**src/zda_pkg.sv**
```systemverilog
// ----------------------------------------------------------------------------
// ZDA parser package
// Shared types, character codes and helper functions for the NMEA ZDA
// sentence parser.
// ----------------------------------------------------------------------------
package zda_pkg;

	// ASCII codes that steer the sentence parser
	localparam logic [7:0] ChDollar = 8'h24;
	localparam logic [7:0] ChStar   = 8'h2A;
	localparam logic [7:0] ChComma  = 8'h2C;
	localparam logic [7:0] ChDot    = 8'h2E;
	localparam logic [7:0] ChCr     = 8'h0D;
	localparam logic [7:0] ChZero   = 8'h30;
	localparam logic [7:0] ChNine   = 8'h39;
	localparam logic [7:0] ChUpperA = 8'h41;
	localparam logic [7:0] ChUpperF = 8'h46;
	localparam logic [7:0] ChG      = 8'h47;
	localparam logic [7:0] ChP      = 8'h50;
	localparam logic [7:0] ChZ      = 8'h5A;
	localparam logic [7:0] ChD      = 8'h44;

	// Field numbers inside the sentence body
	localparam logic [2:0] FldHeader = 3'd0;
	localparam logic [2:0] FldTime   = 3'd1;
	localparam logic [2:0] FldDay    = 3'd2;
	localparam logic [2:0] FldMonth  = 3'd3;
	localparam logic [2:0] FldYear   = 3'd4;

	// Parser states
	typedef enum logic [3:0] {
		ST_WAIT_DOLLAR,
		ST_EXPECT_G,
		ST_EXPECT_P,
		ST_EXPECT_Z,
		ST_EXPECT_D,
		ST_EXPECT_A,
		ST_FIELDS,
		ST_WAIT_STAR,
		ST_HEX_HIGH,
		ST_HEX_LOW
	} state_t;

	// One received character
	typedef struct packed {
		logic [7:0] rx_byte;
	} rx_item_t;

	// One decoded date and time
	typedef struct packed {
		logic [13:0] year;
		logic [6:0]  month;
		logic [6:0]  day;
		logic [6:0]  hour;
		logic [6:0]  minute;
		logic [6:0]  second;
		logic        checksum_verified;
	} zda_item_t;

	// Completed sentence as held by the parser; time is kept as six BCD digits
	typedef struct packed {
		logic [13:0] year;
		logic [6:0]  month;
		logic [6:0]  day;
		logic [23:0] time_bcd;
		logic        verified;
	} fix_t;

	// Hex digit decode: bit 4 is the valid flag, bits 3:0 the value
	function automatic logic [4:0] hex_decode(input logic [7:0] c);
		logic [4:0] r;
		r = 5'd0;
		if (c >= ChZero && c <= ChNine) begin
			r = {1'b1, c[3:0]};
		end else if (c >= ChUpperA && c <= ChUpperF) begin
			r = {1'b1, c[3:0] + 4'd9};
		end
		return r;
	endfunction

	// Two BCD digits to a binary value below 100
	function automatic logic [6:0] bcd2_to_bin(input logic [3:0] hi, input logic [3:0] lo);
		logic [6:0] h;
		h = {3'b000, hi};
		return (h << 3) + (h << 1) + {3'b000, lo};
	endfunction

	// Highest digit count per field
	function automatic logic [2:0] digit_limit(input logic [2:0] fi);
		logic [2:0] r;
		case (fi)
			FldTime:  r = 3'd6;
			FldDay:   r = 3'd2;
			FldMonth: r = 3'd2;
			FldYear:  r = 3'd4;
			default:  r = 3'd0;
		endcase
		return r;
	endfunction

endpackage

```
**src/zda_stream_if.sv**
```systemverilog
// ----------------------------------------------------------------------------
// ZDA stream interface
// Valid/ready channel carrying one payload per transaction.
// ----------------------------------------------------------------------------
interface zda_stream_if #(
	parameter type payload_t = logic [7:0]
);
	logic     valid;
	logic     ready;
	payload_t payload;

	modport source (output valid, output payload, input ready);
	modport sink   (input valid, input payload, output ready);
endinterface

```
**src/zda_field_parser.sv**
```systemverilog
// ----------------------------------------------------------------------------
// ZDA field parser
// Header match, field scan, running XOR and checksum check; one character
// per step, raising a completion flag with the decoded fields.
// ----------------------------------------------------------------------------
module zda_field_parser (
	input  logic              clk,
	input  logic              arst_n,
	input  logic              step,
	input  logic [7:0]        char_s1,
	output logic              emit,
	output zda_pkg::fix_t     fix
);

	zda_pkg::state_t state_q, state_d;
	logic [2:0]  fi_q, fi_d;
	logic [2:0]  cnt_q, cnt_d;
	logic        dp_q, dp_d;
	logic [7:0]  xor_q, xor_d;
	logic [23:0] time_q, time_d;
	logic [6:0]  day_q, day_d;
	logic [6:0]  month_q, month_d;
	logic [13:0] year_q, year_d;

	logic       is_digit, is_comma, is_dot, field_ok, take_digit;
	logic [3:0] digit;
	logic [4:0] hex;
	logic       hex_hi_ok, hex_lo_ok;

	// Character classes
	assign is_digit = (char_s1 >= zda_pkg::ChZero) && (char_s1 <= zda_pkg::ChNine);
	assign is_comma = (char_s1 == zda_pkg::ChComma);
	assign is_dot   = (char_s1 == zda_pkg::ChDot);
	assign digit    = char_s1[3:0];
	assign hex      = zda_pkg::hex_decode(char_s1);
	assign hex_hi_ok = hex[4] && (hex[3:0] == xor_q[7:4]);
	assign hex_lo_ok = hex[4] && (hex[3:0] == xor_q[3:0]);

	// Whether a character is legal inside the field list
	always_comb begin
		field_ok   = 1'b0;
		take_digit = 1'b0;
		if (fi_q > zda_pkg::FldYear) begin
			field_ok = 1'b0;
		end else if (fi_q == zda_pkg::FldHeader) begin
			field_ok = is_comma;
		end else if (is_comma) begin
			field_ok = 1'b1;
		end else if (is_dot && fi_q == zda_pkg::FldTime) begin
			field_ok = !dp_q;
		end else if (is_digit) begin
			if (fi_q == zda_pkg::FldTime && dp_q) begin
				field_ok = 1'b1;
			end else begin
				field_ok   = (cnt_q < zda_pkg::digit_limit(fi_q));
				take_digit = field_ok;
			end
		end
	end

	// Next state
	always_comb begin
		state_d = state_q;
		if (step) begin
			unique case (state_q)
				zda_pkg::ST_WAIT_DOLLAR: begin
					if (char_s1 == zda_pkg::ChDollar) state_d = zda_pkg::ST_EXPECT_G;
				end
				zda_pkg::ST_EXPECT_G: begin
					state_d = (char_s1 == zda_pkg::ChG) ? zda_pkg::ST_EXPECT_P
					                                    : zda_pkg::ST_WAIT_DOLLAR;
				end
				zda_pkg::ST_EXPECT_P: begin
					state_d = (char_s1 == zda_pkg::ChP) ? zda_pkg::ST_EXPECT_Z
					                                    : zda_pkg::ST_WAIT_DOLLAR;
				end
				zda_pkg::ST_EXPECT_Z: begin
					state_d = (char_s1 == zda_pkg::ChZ) ? zda_pkg::ST_EXPECT_D
					                                    : zda_pkg::ST_WAIT_DOLLAR;
				end
				zda_pkg::ST_EXPECT_D: begin
					state_d = (char_s1 == zda_pkg::ChD) ? zda_pkg::ST_EXPECT_A
					                                    : zda_pkg::ST_WAIT_DOLLAR;
				end
				zda_pkg::ST_EXPECT_A: begin
					state_d = (char_s1 == zda_pkg::ChUpperA) ? zda_pkg::ST_FIELDS
					                                         : zda_pkg::ST_WAIT_DOLLAR;
				end
				zda_pkg::ST_FIELDS: begin
					if (!field_ok) begin
						state_d = zda_pkg::ST_WAIT_DOLLAR;
					end else if (is_comma && fi_q == zda_pkg::FldYear) begin
						state_d = zda_pkg::ST_WAIT_STAR;
					end
				end
				zda_pkg::ST_WAIT_STAR: begin
					if (char_s1 == zda_pkg::ChStar) begin
						state_d = zda_pkg::ST_HEX_HIGH;
					end else if (char_s1 == zda_pkg::ChCr) begin
						state_d = zda_pkg::ST_WAIT_DOLLAR;
					end
				end
				zda_pkg::ST_HEX_HIGH: begin
					state_d = hex_hi_ok ? zda_pkg::ST_HEX_LOW : zda_pkg::ST_WAIT_DOLLAR;
				end
				zda_pkg::ST_HEX_LOW: begin
					state_d = zda_pkg::ST_WAIT_DOLLAR;
				end
				default: begin
					state_d = zda_pkg::ST_WAIT_DOLLAR;
				end
			endcase
		end
	end

	// Field registers, checksum and completion
	always_comb begin
		fi_d    = fi_q;
		cnt_d   = cnt_q;
		dp_d    = dp_q;
		xor_d   = xor_q;
		time_d  = time_q;
		day_d   = day_q;
		month_d = month_q;
		year_d  = year_q;
		emit    = 1'b0;
		if (step) begin
			unique case (state_q)
				zda_pkg::ST_WAIT_DOLLAR: begin
					if (char_s1 == zda_pkg::ChDollar) xor_d = 8'h00;
				end
				zda_pkg::ST_EXPECT_G, zda_pkg::ST_EXPECT_P, zda_pkg::ST_EXPECT_Z,
				zda_pkg::ST_EXPECT_D: begin
					xor_d = xor_q ^ char_s1;
				end
				zda_pkg::ST_EXPECT_A: begin
					xor_d = xor_q ^ char_s1;
					if (char_s1 == zda_pkg::ChUpperA) begin
						fi_d  = zda_pkg::FldHeader;
						cnt_d = 3'd0;
						dp_d  = 1'b0;
					end
				end
				zda_pkg::ST_FIELDS: begin
					xor_d = xor_q ^ char_s1;
					if (field_ok && is_comma) begin
						// Open the next field with an empty value
						fi_d  = fi_q + 3'd1;
						cnt_d = 3'd0;
						dp_d  = 1'b0;
						case (fi_q)
							zda_pkg::FldHeader: time_d  = '0;
							zda_pkg::FldTime:   day_d   = '0;
							zda_pkg::FldDay:    month_d = '0;
							zda_pkg::FldMonth:  year_d  = '0;
							default: ;
						endcase
					end else if (field_ok && is_dot) begin
						dp_d = 1'b1;
					end else if (take_digit) begin
						cnt_d = cnt_q + 3'd1;
						case (fi_q)
							zda_pkg::FldTime:  time_d  = {time_q[19:0], digit};
							zda_pkg::FldDay:   day_d   = (day_q << 3) + (day_q << 1)
							                             + {3'b000, digit};
							zda_pkg::FldMonth: month_d = (month_q << 3) + (month_q << 1)
							                             + {3'b000, digit};
							zda_pkg::FldYear:  year_d  = (year_q << 3) + (year_q << 1)
							                             + {10'd0, digit};
							default: ;
						endcase
					end
				end
				zda_pkg::ST_WAIT_STAR: begin
					if (char_s1 == zda_pkg::ChCr) begin
						emit = 1'b1;
					end else if (char_s1 != zda_pkg::ChStar) begin
						xor_d = xor_q ^ char_s1;
					end
				end
				zda_pkg::ST_HEX_HIGH: ;
				zda_pkg::ST_HEX_LOW: begin
					emit = hex_lo_ok;
				end
				default: ;
			endcase
		end
	end

	assign fix.year     = year_q;
	assign fix.month    = month_q;
	assign fix.day      = day_q;
	assign fix.time_bcd = time_q;
	assign fix.verified = (state_q == zda_pkg::ST_HEX_LOW);

	// Registers
	always_ff @(posedge clk or negedge arst_n) begin
		if (!arst_n) begin
			state_q <= zda_pkg::ST_WAIT_DOLLAR;
			fi_q    <= '0;
			cnt_q   <= '0;
			dp_q    <= 1'b0;
			xor_q   <= '0;
			time_q  <= '0;
			day_q   <= '0;
			month_q <= '0;
			year_q  <= '0;
		end else begin
			state_q <= state_d;
			fi_q    <= fi_d;
			cnt_q   <= cnt_d;
			dp_q    <= dp_d;
			xor_q   <= xor_d;
			time_q  <= time_d;
			day_q   <= day_d;
			month_q <= month_d;
			year_q  <= year_d;
		end
	end

	// A sentence completes only from the checksum or terminator states.
	a_emit_src: assert property (@(posedge clk) disable iff (!arst_n)
		emit |-> (state_q == zda_pkg::ST_WAIT_STAR || state_q == zda_pkg::ST_HEX_LOW))
		else $error("completion outside terminator states");

	// After a completion the parser hunts for the next sentence start.
	a_emit_next: assert property (@(posedge clk) disable iff (!arst_n)
		emit |=> (state_q == zda_pkg::ST_WAIT_DOLLAR))
		else $error("parser did not return to idle after completion");

	// The digit count never passes the widest field limit.
	a_cnt_range: assert property (@(posedge clk) disable iff (!arst_n)
		state_q == zda_pkg::ST_FIELDS |-> (cnt_q <= 3'd6 && fi_q <= zda_pkg::FldYear))
		else $error("field counters out of range");

endmodule

```
**src/zda_result_reg.sv**
```systemverilog
// ----------------------------------------------------------------------------
// ZDA result register
// Splits the BCD time into hour, minute and second and holds one result
// until the downstream side takes it.
// ----------------------------------------------------------------------------
module zda_result_reg (
	input  logic              clk,
	input  logic              arst_n,
	input  logic              load,
	input  zda_pkg::fix_t     fix,
	zda_stream_if.source      zda
);

	logic                valid_q;
	zda_pkg::zda_item_t  item_q;
	zda_pkg::zda_item_t  item_d;

	// Convert the completed sentence into the result format
	always_comb begin
		item_d.year              = fix.year;
		item_d.month             = fix.month;
		item_d.day               = fix.day;
		item_d.hour              = zda_pkg::bcd2_to_bin(fix.time_bcd[23:20], fix.time_bcd[19:16]);
		item_d.minute            = zda_pkg::bcd2_to_bin(fix.time_bcd[15:12], fix.time_bcd[11:8]);
		item_d.second            = zda_pkg::bcd2_to_bin(fix.time_bcd[7:4], fix.time_bcd[3:0]);
		item_d.checksum_verified = fix.verified;
	end

	// Valid flag
	always_ff @(posedge clk or negedge arst_n) begin
		if (!arst_n) begin
			valid_q <= 1'b0;
		end else if (load) begin
			valid_q <= 1'b1;
		end else if (zda.ready) begin
			valid_q <= 1'b0;
		end
	end

	// Payload
	always_ff @(posedge clk) begin
		if (load) begin
			item_q <= item_d;
		end
	end

	assign zda.valid   = valid_q;
	assign zda.payload = item_q;

endmodule

```
**src/nmea_zda_sentence_parser_unit.sv**
```systemverilog
// ----------------------------------------------------------------------------
// NMEA ZDA sentence parser
// Parses "$GPZDA" sentences from a character stream and reports date and
// time once per completed sentence.
// ----------------------------------------------------------------------------
//  Channel  Dir  Payload                                   Per transaction
//  rx       in   rx_byte                                   one character
//  zda      out  year, month, day, hour, minute, second,   one completed
//                checksum_verified                         sentence
//
// One character is taken per cycle while no result waits; a result is valid
// once its last character has passed the input register and the parser step.
// The rate is set by the input register feeding the parser step.
// Reset clears the parser to hunt for '$' and empties both registers.
// While a result waits on zda, the parser step holds and rx accepts at most
// one more character into its input register.
module nmea_zda_sentence_parser_unit (
	input  logic          clk,
	input  logic          arst_n,
	zda_stream_if.sink    rx,
	zda_stream_if.source  zda
);

	logic          valid_s1;
	logic [7:0]    char_s1;
	logic          advance;
	logic          step;
	logic          emit;
	zda_pkg::fix_t fix;

	// The parser steps whenever a character is held and the result register has room
	assign advance  = !zda.valid || zda.ready;
	assign step     = valid_s1 && advance;
	assign rx.ready = !valid_s1 || advance;

	// Input register
	always_ff @(posedge clk or negedge arst_n) begin
		if (!arst_n) begin
			valid_s1 <= 1'b0;
		end else if (rx.ready) begin
			valid_s1 <= rx.valid;
		end
	end

	always_ff @(posedge clk) begin
		if (rx.valid && rx.ready) begin
			char_s1 <= rx.payload.rx_byte;
		end
	end

	zda_field_parser u_parser (
		.clk     (clk),
		.arst_n  (arst_n),
		.step    (step),
		.char_s1 (char_s1),
		.emit    (emit),
		.fix     (fix)
	);

	zda_result_reg u_result (
		.clk    (clk),
		.arst_n (arst_n),
		.load   (emit),
		.fix    (fix),
		.zda    (zda)
	);

	// A held result blocks the parser step, so no completion can overwrite it.
	a_no_overwrite: assert property (@(posedge clk) disable iff (!arst_n)
		(zda.valid && !zda.ready) |-> !step)
		else $error("parser stepped while result was held");

	// Input back-pressure only comes from a full input register behind a held result.
	a_ready_src: assert property (@(posedge clk) disable iff (!arst_n)
		!rx.ready |-> (valid_s1 && zda.valid && !zda.ready))
		else $error("input stalled without cause");

endmodule

```
**src/flat_wrapper.sv**
```systemverilog
// flat-port wrapper written by rule: the top's interface ports become plain ports
module nmea_zda_sentence_parser_unit_flat 
  (clk, arst_n, rx_valid, rx_payload, rx_ready, zda_valid, zda_payload, zda_ready);
  zda_stream_if #(.payload_t(zda_pkg::rx_item_t)) rx_i ();
  zda_stream_if #(.payload_t(zda_pkg::zda_item_t)) zda_i ();
  input  logic clk;
  input  logic arst_n;
  input wire logic [$bits(rx_i.valid)-1:0] rx_valid;
  input wire logic [$bits(rx_i.payload)-1:0] rx_payload;
  output wire logic [$bits(rx_i.ready)-1:0] rx_ready;
  output wire logic [$bits(zda_i.valid)-1:0] zda_valid;
  output wire logic [$bits(zda_i.payload)-1:0] zda_payload;
  input wire logic [$bits(zda_i.ready)-1:0] zda_ready;
  assign rx_i.valid = rx_valid;
  assign rx_i.payload = rx_payload;
  assign rx_ready = rx_i.ready;
  assign zda_valid = zda_i.valid;
  assign zda_payload = zda_i.payload;
  assign zda_i.ready = zda_ready;
  nmea_zda_sentence_parser_unit u_core (.clk(clk), .arst_n(arst_n), .rx(rx_i), .zda(zda_i));
endmodule
```
**config.mk**
```make
export PLATFORM = sky130hd
export DESIGN_NAME = nmea_zda_sentence_parser_unit_flat
export DESIGN_NICKNAME = d
export VERILOG_FILES = /design/src/zda_pkg.sv /design/src/zda_stream_if.sv /design/src/zda_field_parser.sv /design/src/zda_result_reg.sv /design/src/nmea_zda_sentence_parser_unit.sv /design/src/flat_wrapper.sv
export SDC_FILE = /design/constraint.sdc
export NUM_CORES = 1
export LEC_CHECK = 0
export BUFFER_PORTS_ARGS = -buffer_cell sky130_fd_sc_hd__buf_2
export CAP_MARGIN = 20
export CELL_PAD_IN_SITES_DETAIL_PLACEMENT = 0
export CELL_PAD_IN_SITES_GLOBAL_PLACEMENT = 1
export CORE_ASPECT_RATIO = 0.75
export CORE_MARGIN = 3
export CORE_UTILIZATION = 30
export CTS_CLUSTER_SIZE = 28
export DETAILED_ROUTE_END_ITERATION = 10
export PLACE_DENSITY = 0.58
export SLEW_MARGIN = 20
export SYNTH_ARGS = -nofsm -noshare
export SYNTH_HDL_FRONTEND = slang
export SYNTH_SLANG_ARGS = --single-unit
export TNS_END_PERCENT = 20
```
**constraint.sdc**
```tcl
create_clock -name clk -period 5.4 [get_ports clk]
set_input_delay 1.08 -clock clk [delete_from_list [all_inputs] [get_ports clk]]
set_output_delay 1.08 -clock clk [all_outputs]
set_load 0.02 [all_outputs]
```
Word-level counts from Yosys, hierarchy flattened
Index checks and enable logic that the tools add are counted.
{ "word_totals": {"output_inout_bits": 52, "word_cells": 192, "in_bits": 12, "regBits": 131} }
{ "op_classes": {"muxes": 73, "n_reduce_logical": 37, "eq_ne": 41, "addsub": 15, "bitwise_logic": 1, "magnitude_cmp": 6} }
{ "op_table": {"columns": ["cell", "n"], "rows": [
  ["2-to-1 mux 24 bit", 5],
  ["2-to-1 mux 14 bit", 5],
  ["2-to-1 mux 7 bit", 10],
  ["2-to-1 mux 3 bit", 14],
  ["equality test 8 x 7 -> 1 bit, second input constant", 5],
  ["case mux 4 bit (9 select lines)", 1],
  ["adder 7 x 4 -> 7 bit", 5],
  ["equality test 8 x 6 -> 1 bit, second input constant", 4],
  ["2-to-1 mux 4 bit", 6],
  ["2-to-1 mux 8 bit", 3],
  ["case mux 8 bit (3 select lines)", 1],
  ["AND reduction 6 bit", 4],
  ["adder 7 x 5 -> 7 bit", 3],
  ["2-to-1 mux 1 bit", 19],
  ["equality test 4 x 3 -> 1 bit, second input constant", 4],
  ["inequality test 2 bit, second input constant", 8],
  ["inequality test 3 bit, second input constant", 5],
  ["adder 14 bit", 1],
  ["adder 14 x 4 -> 14 bit", 1],
  ["adder 7 bit", 2],
  ["nonzero test 2 bit", 7],
  ["case mux 3 bit (2 select lines)", 2],
  ["AND reduction 4 bit", 3],
  ["logical AND 1 bit", 11],
  ["other kinds (31)", 44]
]} }

Logic depth before layout (Yosys ltp)
Gate-level depths: netlist (run 1).
{ "depth": {"depth_word": 20, "depth_mapped": 12, "ltp_nobuf": 10} }

Modules after synthesis
A second synthesis (run 1) with hierarchy kept.
{ "unflattened": {"cells_unflattened": 692, "hier_area_um2": 7584.8} }
{ "modules_own_cells": {"columns": ["module", "n_inst", "area_per_inst_um2", "cells_each", "seq_area_each_um2"], "rows": [
  ["zda_field_parser", 1, 5103.6, 556, 1776.7],
  ["zda_result_reg", 1, 2169.6, 122, 1526.5],
  ["nmea_zda_sentence_parser_unit", 1, 311.5, 14, 265.3]
]} }

Worst setup path after synthesis (run 1)
Ideal clock, no wire load.
{ "synth_path": {"path_type": "flip-flop to flip-flop", "startpoint": "register u_core.char_s1[1]", "endpoint": "register u_core.u_result.item_q, in the netlist u_core.u_result.zda.payload[0], enable pin", "period_less_slack_ps": 4499, "slack_ps": 901, "path_stages_with_launch": 10, "n_path_buf": 1, "setup_ps": 458, "t_arrival_ps": 4041, "required_time_ps": 4942, "path_cell_list": "edfxtp_1 clkbuf_1 inv_1 ha_1 o21bai_1 a21o_1 mux2i_1 xor2_1 a41oi_1 nor2_1"} }
{ "synth_via": {"elab_chain_cells": 8, "elab_cells_between_ends": 15, "cone_classes": "add/sub: 1; order compare: 4; eq/ne: 2; mux: 5; reduce/logical: 3"} }
{ "synth_rtl": {"columns": ["element", "line", "source"], "rows": [
  ["from (decl)", "nmea_zda_sentence_parser_unit.sv:25", "logic [7:0] char_s1;"],
  ["from (signal assigned)", "nmea_zda_sentence_parser_unit.sv:47", "char_s1 <= rx.payload.rx_byte;"],
  ["greater-or-equal comparator 8 x 7 -> 1 bit or <= comparator 8 x 7 -> 1 bit (tied branches)", "zda_pkg.sv:75", "end else if (c >= ChUpperA && c <= ChUpperF) begin"],
  ["logical AND 1 bit", "zda_pkg.sv:75", null],
  ["2-to-1 mux 5 bit", "zda_pkg.sv:75", null],
  ["2-to-1 mux 5 bit", "zda_pkg.sv:73", "if (c >= ChZero && c <= ChNine) begin"],
  ["equality test 4 bit", "zda_field_parser.sv:37", "assign hex_lo_ok = hex[4] && (hex[3:0] == xor_q[3:0]);"],
  ["logical AND 1 bit", "zda_field_parser.sv:37", null],
  ["case mux 1 bit (2 select lines) (*)", "zda_field_parser.sv:128", "unique case (state_q)"],
  ["2-to-1 mux 1 bit (*)", "zda_field_parser.sv:127", "if (step) begin"],
  ["via u_core.emit", "nmea_zda_sentence_parser_unit.sv:28", "logic emit;"],
  ["to (signal assigned)", "zda_result_reg.sv:43", "item_q <= item_d;"],
  ["to (decl)", "zda_result_reg.sv:15", "zda_pkg::zda_item_t item_q;"]
]} }
The timed path passes the listed nets; every way through them passes the cells marked *.
A chain may end at the register's enable or synchronous reset.

Worst setup path after layout (run 1)
{ "layout_path": {"startpoint": "register u_core.char_s1[1]", "endpoint": "register u_core.u_result.item_q, in the netlist u_core.u_result.zda.payload[14], enable pin"} }
Same word-level chain as after synthesis.

==> impl_summary.log, run 1 <==
INFO  metric leading_post_synthesis_cells_by_cell_area = sky130_fd_sc_hd__dfrtp_1 (25%), sky130_fd_sc_hd__edfxtp_1 (23%), sky130_fd_sc_hd__ha_1 (12%), sky130_fd_sc_hd__mux2i_1 (3.8%), sky130_fd_sc_hd__fa_1 (3.2%)
INFO  metric vdd.ir_drop.worst = between 0.15 and 0.2 mV
INFO  metric cts_tree = built
INFO  metric route.detailed.vias_per_inst = 4.63
INFO  metric cts-root-to-sink-buffers = 2
INFO  metric vias = slightly below 5000
INFO  metric post-synth-top-area-fraction = approximately a quarter
INFO  metric cts_inserted_buffers = 17
INFO  metric floorplan.initialDensity = 30.7%
INFO  metric post-cts-setup-buffers = 0
INFO  metric max-slew-margin-rel = between 30% and 40%
INFO  metric insertion_delay = 0.43 ns
INFO  metric synthCells = around 660
INFO  metric min-delay-path-class = register to register
INFO  metric regToRegStartpoint = u_core.char_s1[1]
INFO  metric ant_nets = 0
INFO  metric rsz0062_at_grt = no
INFO  metric tightestPinTransition = roughly 1 ns
INFO  metric setup-tns-final = 0 ns
INFO  metric cts.reportedPaths.clkPinSlew = 0.06 ns
INFO  metric required = 5.49 ns
INFO  metric crit_start = u_core.char_s1[1]
INFO  metric totalWireLength = ~16 mm
INFO  metric timing.setup.critical_path_class = register to register
INFO  metric average_size_of_a_mapped_cell = 11.3 sq um
INFO  metric drcViolationCount = 0
INFO  metric port-buffer-count = 63
INFO  metric maxSlewViolCount = 0
INFO  metric outcome = complete, no violations
INFO  metric cts_num_sinks = between 100 and 150
INFO  metric postSynthNetCount = between 700 and 800
INFO  metric synth_area_leader = sky130_fd_sc_hd__dfrtp_1
INFO  metric syn_to_final_growth = 18.1%
INFO  metric finalClockSkew = about 0.02 ns
INFO  metric hold_buffers = 0
INFO  metric critical-path-top-delay-family = compound AO/OA/AOI/OAI gates
INFO  metric filler_cell_count = between 2000 and 2500
INFO  metric drive_gt1_share = about 16%
INFO  metric max_cap_viol_count = 0
INFO  metric routed_wire_length_per_instance = between 15 and 20 um
INFO  metric dieHeight = between 100 and 150 um
INFO  metric timing.hold.worst.start = u_core.u_parser.day_q[6]
INFO  metric buffering_stage_count_on_the_worst_path_with_inverters_included = 2
INFO  metric ctsHtreeMaxLevel = 4
INFO  metric design.portCount = 64
INFO  metric grt_start_max_net_pins = between 70 and 80
INFO  metric yosys.cell_types.count = 66
INFO  metric peak_fanout_along_the_critical_path = 25
INFO  metric ctsRootBufferMaster = sky130_fd_sc_hd__clkbuf_16
INFO  metric grt_pass1_wl = approximately 27 mm
INFO  metric power.static_leakage = 4.09 nW
INFO  metric fin_worst_hold_slack = around 0.45 ns
INFO  metric finalCriticalPeriod = around 3.5 ns
INFO  metric setup_viol = 0
INFO  metric hold_violations = 0
INFO  metric max_clock_freq = 283 MHz
INFO  metric fp.coreArea = ~24000 sq um
INFO  metric post_cts_resized = 0
INFO  metric netlist_area = between 7000 and 8000 sq um
INFO  metric cell_chain_critical_path = inv_1 -> ha_1 -> o21bai_1 -> a21o_1 -> mux2i_1 -> xor2_1 -> a41oi_1 -> nor2_4 -> buf_4
INFO  metric post_synth_most_frequent_cells = sky130_fd_sc_hd__dfrtp_1 (73), sky130_fd_sc_hd__ha_1 (70), sky130_fd_sc_hd__edfxtp_1 (58), sky130_fd_sc_hd__nand2_1 (58), sky130_fd_sc_hd__inv_1 (44)
INFO  metric place_hpwl = approximately 12 mm
INFO  metric grt_overflow = 0
INFO  metric antenna_cells = 0
INFO  metric gpl.final_weighted_congestion = approximately 0.84
INFO  metric synth_seq_cells = 131
INFO  metric cellPowerDensity = approximately 310 nW/um^2
INFO  metric finish.net_count = just over 800
INFO  metric yosys_most_used_dff = sky130_fd_sc_hd__dfrtp_1
INFO  metric grtUsageTotal = 12.8%
INFO  metric die_x = around 190 um
INFO  metric synth_most_common_cell = sky130_fd_sc_hd__dfrtp_1
INFO  metric setup.worst_path.start_class = register
INFO  metric drt_pre_antenna_iters = 5
INFO  metric critical_path.slowest_cell = sky130_fd_sc_hd__edfxtp_1
INFO  metric rows = between 40 and 50
INFO  metric first_global_vias = roughly 5000
INFO  metric synthesis.yosys.warnings = 0
INFO  metric yosysSeqAreaShare = 48.1%
INFO  metric slowest_delay = about 0.67 ns
INFO  metric synth-async-reset-ratio = 55.7%
INFO  metric number_of_antenna_violations_at_the_first_check_in_global_routing = 0
INFO  metric worst_ep_arrival_time = around 3.6 ns
INFO  metric synth_enable_flop_cells = 58
INFO  metric die_area = ~27000 sq um
INFO  metric dr.first_iter.drc_count = between 200 and 250
INFO  metric layout_worst_path_cycle_share = between 60% and 70%
INFO  metric critPathCaptureType = register
## layer usage
metal	track usage, %	share of wire (%)	vias to the layer above
met4	3.55	0.59	0
met2	18.7	43	92
met3	3.74	4.5	7
li1	-	-	2497
met5	0	0	-
met1	18.6	52	2344
## stage by stage
step / cells / area, sq um / worst slack (ns) / total power [mW] / utilization (%)
6_report: 1066 / 8770 / 1.87 / 2.74 / 36.3
5_1_grt: 1066 / 8770 / 1.55 / 2.87 / 36.3
4_1_cts: 1066 / 8770 / 1.84 / 2.78 / 36.3
3_5_place_dp: 1034 / 8110 / 1.86 / 1.47 / 33.6
3_3_place_gp: 1034 / 8110 / 1.93 / 1.47 / 33.6
2_1_floorplan: 655 / 7420 / 0.901 / 1.37 / -
## kinds of logic after synthesis
family | after synthesis | share of synthesized area [%]
compound gates | 118 | 10.8
mux | 38 | 5.29
buf+inv | 65 | 3.54
xor+xnor | 40 | 4.72
flops | 131 | 48.1
simple gates | 181 | 12.6
fa+ha+maj | 82 | 15.0
## power breakdown
group,switching [mW],internal [mW],leakage [nW]
Combinational,0.173,0.116,2.40
Sequential,0.0728,1.09,1.38
Clock,0.470,0.827,0.315
Total,0.716,2.03,4.09
## area by class of cell
type | instances | area, sq um | share of cell area, %
multi-input combinational | 459 | 3600 | 41.1
sequential | 131 | 3570 | 40.7
clock buffer | 18 | 429 | 4.90
tap | 331 | 414 | 4.72
timing repair buffer | 69 | 363 | 4.14
clock inverter | 14 | 225 | 2.57
inverter | 44 | 165 | 1.88
## cell usage in the layout, fill, tap and decap left out, types with 22 or more instances in the layout
master / count
sky130_fd_sc_hd__nand2_1: 58
sky130_fd_sc_hd__xor2_1: 22
sky130_fd_sc_hd__o21ai_0: 30
sky130_fd_sc_hd__inv_1: 44
sky130_fd_sc_hd__dfrtp_1: 73
sky130_fd_sc_hd__ha_1: 70
sky130_fd_sc_hd__edfxtp_1: 58
sky130_fd_sc_hd__buf_2: 62
sky130_fd_sc_hd__mux2i_1: 28
sky130_fd_sc_hd__nor2_1: 35
## registers in the layout (all words and copies together) (netlist names)
name,flops
u_core.char_s1,8
u_core.u_parser.cnt_q,3
u_core.u_parser.day_q,7
u_core.u_parser.dp_q,1
u_core.u_parser.fi_q,3
u_core.u_parser.month_q,7
u_core.u_parser.state_q,4
u_core.u_parser.time_q,24
u_core.u_parser.xor_q,8
u_core.u_parser.year_q,14
u_core.u_result.zda.payload,50
u_core.u_result.zda.valid,1
u_core.valid_s1,1
## path summary, 6_finish.rpt
kind | slack [ns] | depth (start not counted) | end
worst min register to register | 0.45 | 0 | u_core.u_result.zda.payload[28]
max in group asynchronous | 3.94 | 1 | u_core.u_parser.time_q[20]
worst max register to register | 1.87 | 9 | u_core.u_result.zda.payload[14]
worst max-delay path | 1.87 | 9 | u_core.u_result.zda.payload[14]
min in group asynchronous | 0.83 | 1 | u_core.u_parser.xor_q[6]
worst min-delay path | 0.45 | 0 | u_core.u_result.zda.payload[28]
(Power assumes the default switching activity.)
==> run 2, diff against run 1 <==
ABC_AREA = 1   (was unset)
PLACE_DENSITY = 0.6   (was 0.58)
clock period = 3.5 ns   (was 5.4 ns; I/O delays follow)
==> impl_summary.log, run 2 <==
INFO  metric max_clock_freq = 334 MHz (was 283 MHz)
INFO  metric yosysSeqAreaShare = 48.3% (was 48.1%)
INFO  metric finish.net_count = 947 (was 816)
INFO  metric tightestPinTransition = 0.733 ns (was 0.996 ns)
INFO  metric grtUsageTotal = 13.5% (was 12.8%)
INFO  metric post_synth_most_frequent_cells = sky130_fd_sc_hd__nand2_1 (201), sky130_fd_sc_hd__dfrtp_1 (73), sky130_fd_sc_hd__ha_1 (70) (was sky130_fd_sc_hd__dfrtp_1 (73), sky130_fd_sc_hd__ha_1 (70), sky130_fd_sc_hd__edfxtp_1 (58), sky130_fd_sc_hd__nand2_1 (58), sky130_fd_sc_hd__inv_1 (44))
INFO  metric synthesis.yosys.warnings = 0 (unchanged)
INFO  metric setup.worst_path.start_class = register (unchanged)
INFO  metric hold_buffers = 0 (unchanged)
INFO  metric post-synth-top-area-fraction = 24.7% (was 24.6%)
INFO  metric route.detailed.vias_per_inst = 4.47 (was 4.63)
INFO  metric grt_pass1_wl = 28.3 mm (was 27.0 mm)
INFO  metric setup-tns-final = 0 ns (unchanged)
INFO  metric post_cts_resized = 0 (unchanged)
INFO  metric max_cap_viol_count = 0 (unchanged)
INFO  metric cts_tree = built (unchanged)
INFO  metric finalCriticalPeriod = 2.99 ns (was 3.53 ns)
INFO  metric drcViolationCount = 0 (unchanged)
INFO  metric drt_pre_antenna_iters = 4 (was 5)
INFO  metric synth_most_common_cell = sky130_fd_sc_hd__nand2_1 (was sky130_fd_sc_hd__dfrtp_1)
INFO  metric synthCells = 782 (was 655)
INFO  metric cts_inserted_buffers = 17 (unchanged)
INFO  metric outcome = complete, no violations (unchanged)
INFO  metric dr.first_iter.drc_count = 361 (was 241)
INFO  metric yosys_most_used_dff = sky130_fd_sc_hd__dfrtp_1 (unchanged)
INFO  metric antenna_cells = 0 (unchanged)
INFO  metric ant_nets = 0 (unchanged)
INFO  metric vdd.ir_drop.worst = 0.351 mV (was 0.197 mV)
INFO  metric rsz0062_at_grt = no (unchanged)
INFO  metric ctsRootBufferMaster = sky130_fd_sc_hd__clkbuf_16 (unchanged)
INFO  metric finalClockSkew = 0.0115 ns (was 0.0204 ns)
INFO  metric syn_to_final_growth = 17.3% (was 18.1%)
INFO  metric synth_seq_cells = 131 (unchanged)
INFO  metric number_of_antenna_violations_at_the_first_check_in_global_routing = 0 (unchanged)
INFO  metric postSynthNetCount = 876 (was 749)
INFO  metric rows = 49 (unchanged)
INFO  metric post-place-ws = 0.536 ns (was 1.86 ns)
INFO  metric max-slew-margin-rel = 51.1% (was 33.6%)
INFO  metric fp.coreArea = 24100 sq um (was 24200 sq um)
INFO  metric yosys.cell_types.count = 41 (was 66)
INFO  metric grt_overflow = 0 (unchanged)
INFO  metric synth_area_leader = sky130_fd_sc_hd__dfrtp_1 (unchanged)
INFO  metric largest_register_ff_count = 50 (unchanged)
INFO  metric vias = 5352 (was 4940)
INFO  metric cts_num_sinks = 131 (unchanged)
INFO  metric insertion_delay = 0.43 ns (about the same)
INFO  metric netlist_area = 7390 sq um (was 7420 sq um)
INFO  metric cellPowerDensity = 446 nW/um^2 (was 313 nW/um^2)
INFO  metric setup_viol = 0 (unchanged)
INFO  metric power.static_leakage = 4.33 nW (was 4.09 nW)
INFO  metric cts-root-to-sink-buffers = 2 (unchanged)
INFO  metric fin_ws = 0.507 ns (was 1.87 ns)
INFO  metric post-cts-setup-buffers = 0 (unchanged)
INFO  metric dieHeight = 142 um (about the same)
INFO  metric first_global_vias = 5235 (was 4910)
INFO  metric final_cell_mix = sky130_fd_sc_hd__nand2_1 (201), sky130_fd_sc_hd__dfrtp_1 (73), sky130_fd_sc_hd__ha_1 (70), sky130_fd_sc_hd__inv_1 (64), sky130_fd_sc_hd__buf_2 (62) (was sky130_fd_sc_hd__dfrtp_1 (73), sky130_fd_sc_hd__ha_1 (70), sky130_fd_sc_hd__buf_2 (62), sky130_fd_sc_hd__nand2_1 (58), sky130_fd_sc_hd__edfxtp_1 (58))
INFO  metric die_x = 187 um (was 188 um)
INFO  metric timing.setup.critical_path_class = register to register (unchanged)
INFO  metric routed_wire_length_per_instance = 14.2 um (was 15.3 um)
INFO  metric layout_worst_path_cycle_share = 85.5% (was 65.3%)
INFO  metric required = 3.60 ns (was 5.49 ns)
INFO  metric drive_gt1_share = 16.1% (was 16.2%)
INFO  metric gpl.final_weighted_congestion = 0.835 (about the same)
INFO  metric peak_fanout_along_the_critical_path = 50 (was 25)
INFO  metric hold_violations = 0 (unchanged)
INFO  metric final_common_cell = sky130_fd_sc_hd__nand2_1 (was sky130_fd_sc_hd__dfrtp_1)
INFO  metric place_hpwl = 12.4 mm (was 11.8 mm)
INFO  metric worst_ep_arrival_time = 3.09 ns (was 3.62 ns)
INFO  metric leading_post_synthesis_cells_by_cell_area = sky130_fd_sc_hd__dfrtp_1 (25%), sky130_fd_sc_hd__edfxtp_1 (24%), sky130_fd_sc_hd__ha_1 (12%), sky130_fd_sc_hd__nand2_1 (10%), sky130_fd_sc_hd__inv_1 (3.3%) (was sky130_fd_sc_hd__dfrtp_1 (25%), sky130_fd_sc_hd__edfxtp_1 (23%), sky130_fd_sc_hd__ha_1 (12%), sky130_fd_sc_hd__mux2i_1 (3.8%), sky130_fd_sc_hd__fa_1 (3.2%))
INFO  metric critPathCaptureType = register (unchanged)
INFO  metric ctsHtreeMaxLevel = 4 (unchanged)
INFO  metric synth_enable_flop_cells = 58 (unchanged)
INFO  metric design.portCount = 64 (unchanged)
INFO  metric floorplan.initialDensity = 30.7% (about the same)
INFO  metric synth-async-reset-ratio = 55.7% (unchanged)
INFO  metric die_area = 26600 sq um (was 26700 sq um)
INFO  metric cts.reportedPaths.clkPinSlew = 0.06 ns (about the same)
INFO  metric totalWireLength = 17.1 mm (was 16.3 mm)
INFO  metric average_size_of_a_mapped_cell = 9.45 sq um (was 11.3 sq um)
INFO  metric port-buffer-count = 63 (unchanged)
INFO  metric min-delay-path-class = input pin to async pin (was register to register)
INFO  metric maxSlewViolCount = 0 (unchanged)
INFO  metric grt_start_max_net_pins = 74 (unchanged)
## run 2: cell families after synthesis
logic type / Yosys count / synth area share, %
adder cells (fa/ha/maj): 82 / 15.1
flip-flops: 131 / 48.3
buffers and inverters: 92 / 5.23
AO/OA/AOI/OAI: 116 / 8.94
AND/OR/NAND/NOR: 336 / 19.5
XOR/XNOR: 25 / 2.96
## run 2: area by class of cell
class                   instances  area [sq um]
multi-input cells             559          3430
clock inverters                13           148
well taps                     331           414
fillers                      2489         15400
flip-flops and latches        131          3570
clock buffers                  19           453
inverters                      77           289
repair buffers                 67           364
## run 2: layer usage
| metal | track usage [%] | vias up | wire (um) |
|---|---|---|---|
| li1 | - | 2778 | - |
| met5 | 0 | - | 0 |
| met2 | 19.2 | 96 | 6890 |
| met4 | 5.17 | 0 | 326 |
| met1 | 20.1 | 2457 | 9300 |
| met3 | 2.84 | 21 | 536 |
## run 2: critical path, stage by stage (launching register included)
cell and delay [ns]:
sky130_fd_sc_hd__edfxtp_1 0.52, sky130_fd_sc_hd__inv_1 0.13, sky130_fd_sc_hd__ha_1 0.27, sky130_fd_sc_hd__o21ai_2 0.12, sky130_fd_sc_hd__nand2_1 0.11, sky130_fd_sc_hd__nand2_2 0.19, sky130_fd_sc_hd__nand2_1 0.20, sky130_fd_sc_hd__nand2_1 0.16
sky130_fd_sc_hd__nor2_1 0.05, sky130_fd_sc_hd__nor2_1 0.11, sky130_fd_sc_hd__nand3_1 0.15, sky130_fd_sc_hd__nand2_1 0.09, sky130_fd_sc_hd__nand2_1 0.15, sky130_fd_sc_hd__inv_2 0.12, sky130_fd_sc_hd__buf_12 0.27
## run 2: through the flow
step	instances	area [sq um]	hold slack [ns]	utilization, %	total power, mW
finish	1197	8670	0.314	36.0	3.87
global route	1197	8670	0.359	36.0	4.06
CTS	1197	8670	0.422	36.0	3.93
detailed placement	1165	8070	0.437	33.5	2.07
global placement	1165	8070	0.437	33.5	2.07
floorplan	782	7390	0.404	-	1.96
## run 2: path summary, 6_finish.rpt
| path | start | endpoint | slack (ns) | cells past startpoint |
|---|---|---|---|---|
| max | u_core.char_s1[0] | u_core.u_result.zda.payload[41] | 0.51 | 14 |
| min | arst_n | u_core.u_parser.day_q[5] | 0.31 | 1 |
| max reg2reg | u_core.char_s1[0] | u_core.u_result.zda.payload[41] | 0.51 | 14 |
| min reg2reg | u_core.u_parser.year_q[13] | u_core.u_result.zda.payload[49] | 0.45 | 0 |
| max in group asynchronous | arst_n | u_core.u_parser.year_q[11] | 2.68 | 1 |
| min in group clk | rx_payload[5] | u_core.char_s1[5] | 0.45 | 1 |
## run 2: where the power goes
part,internal [mW],leakage [nW],switching (mW),total [mW]
Clock,1.10,0.290,0.731,1.83
Combinational,0.109,2.39,0.217,0.326
Sequential,1.65,1.64,0.0591,1.71
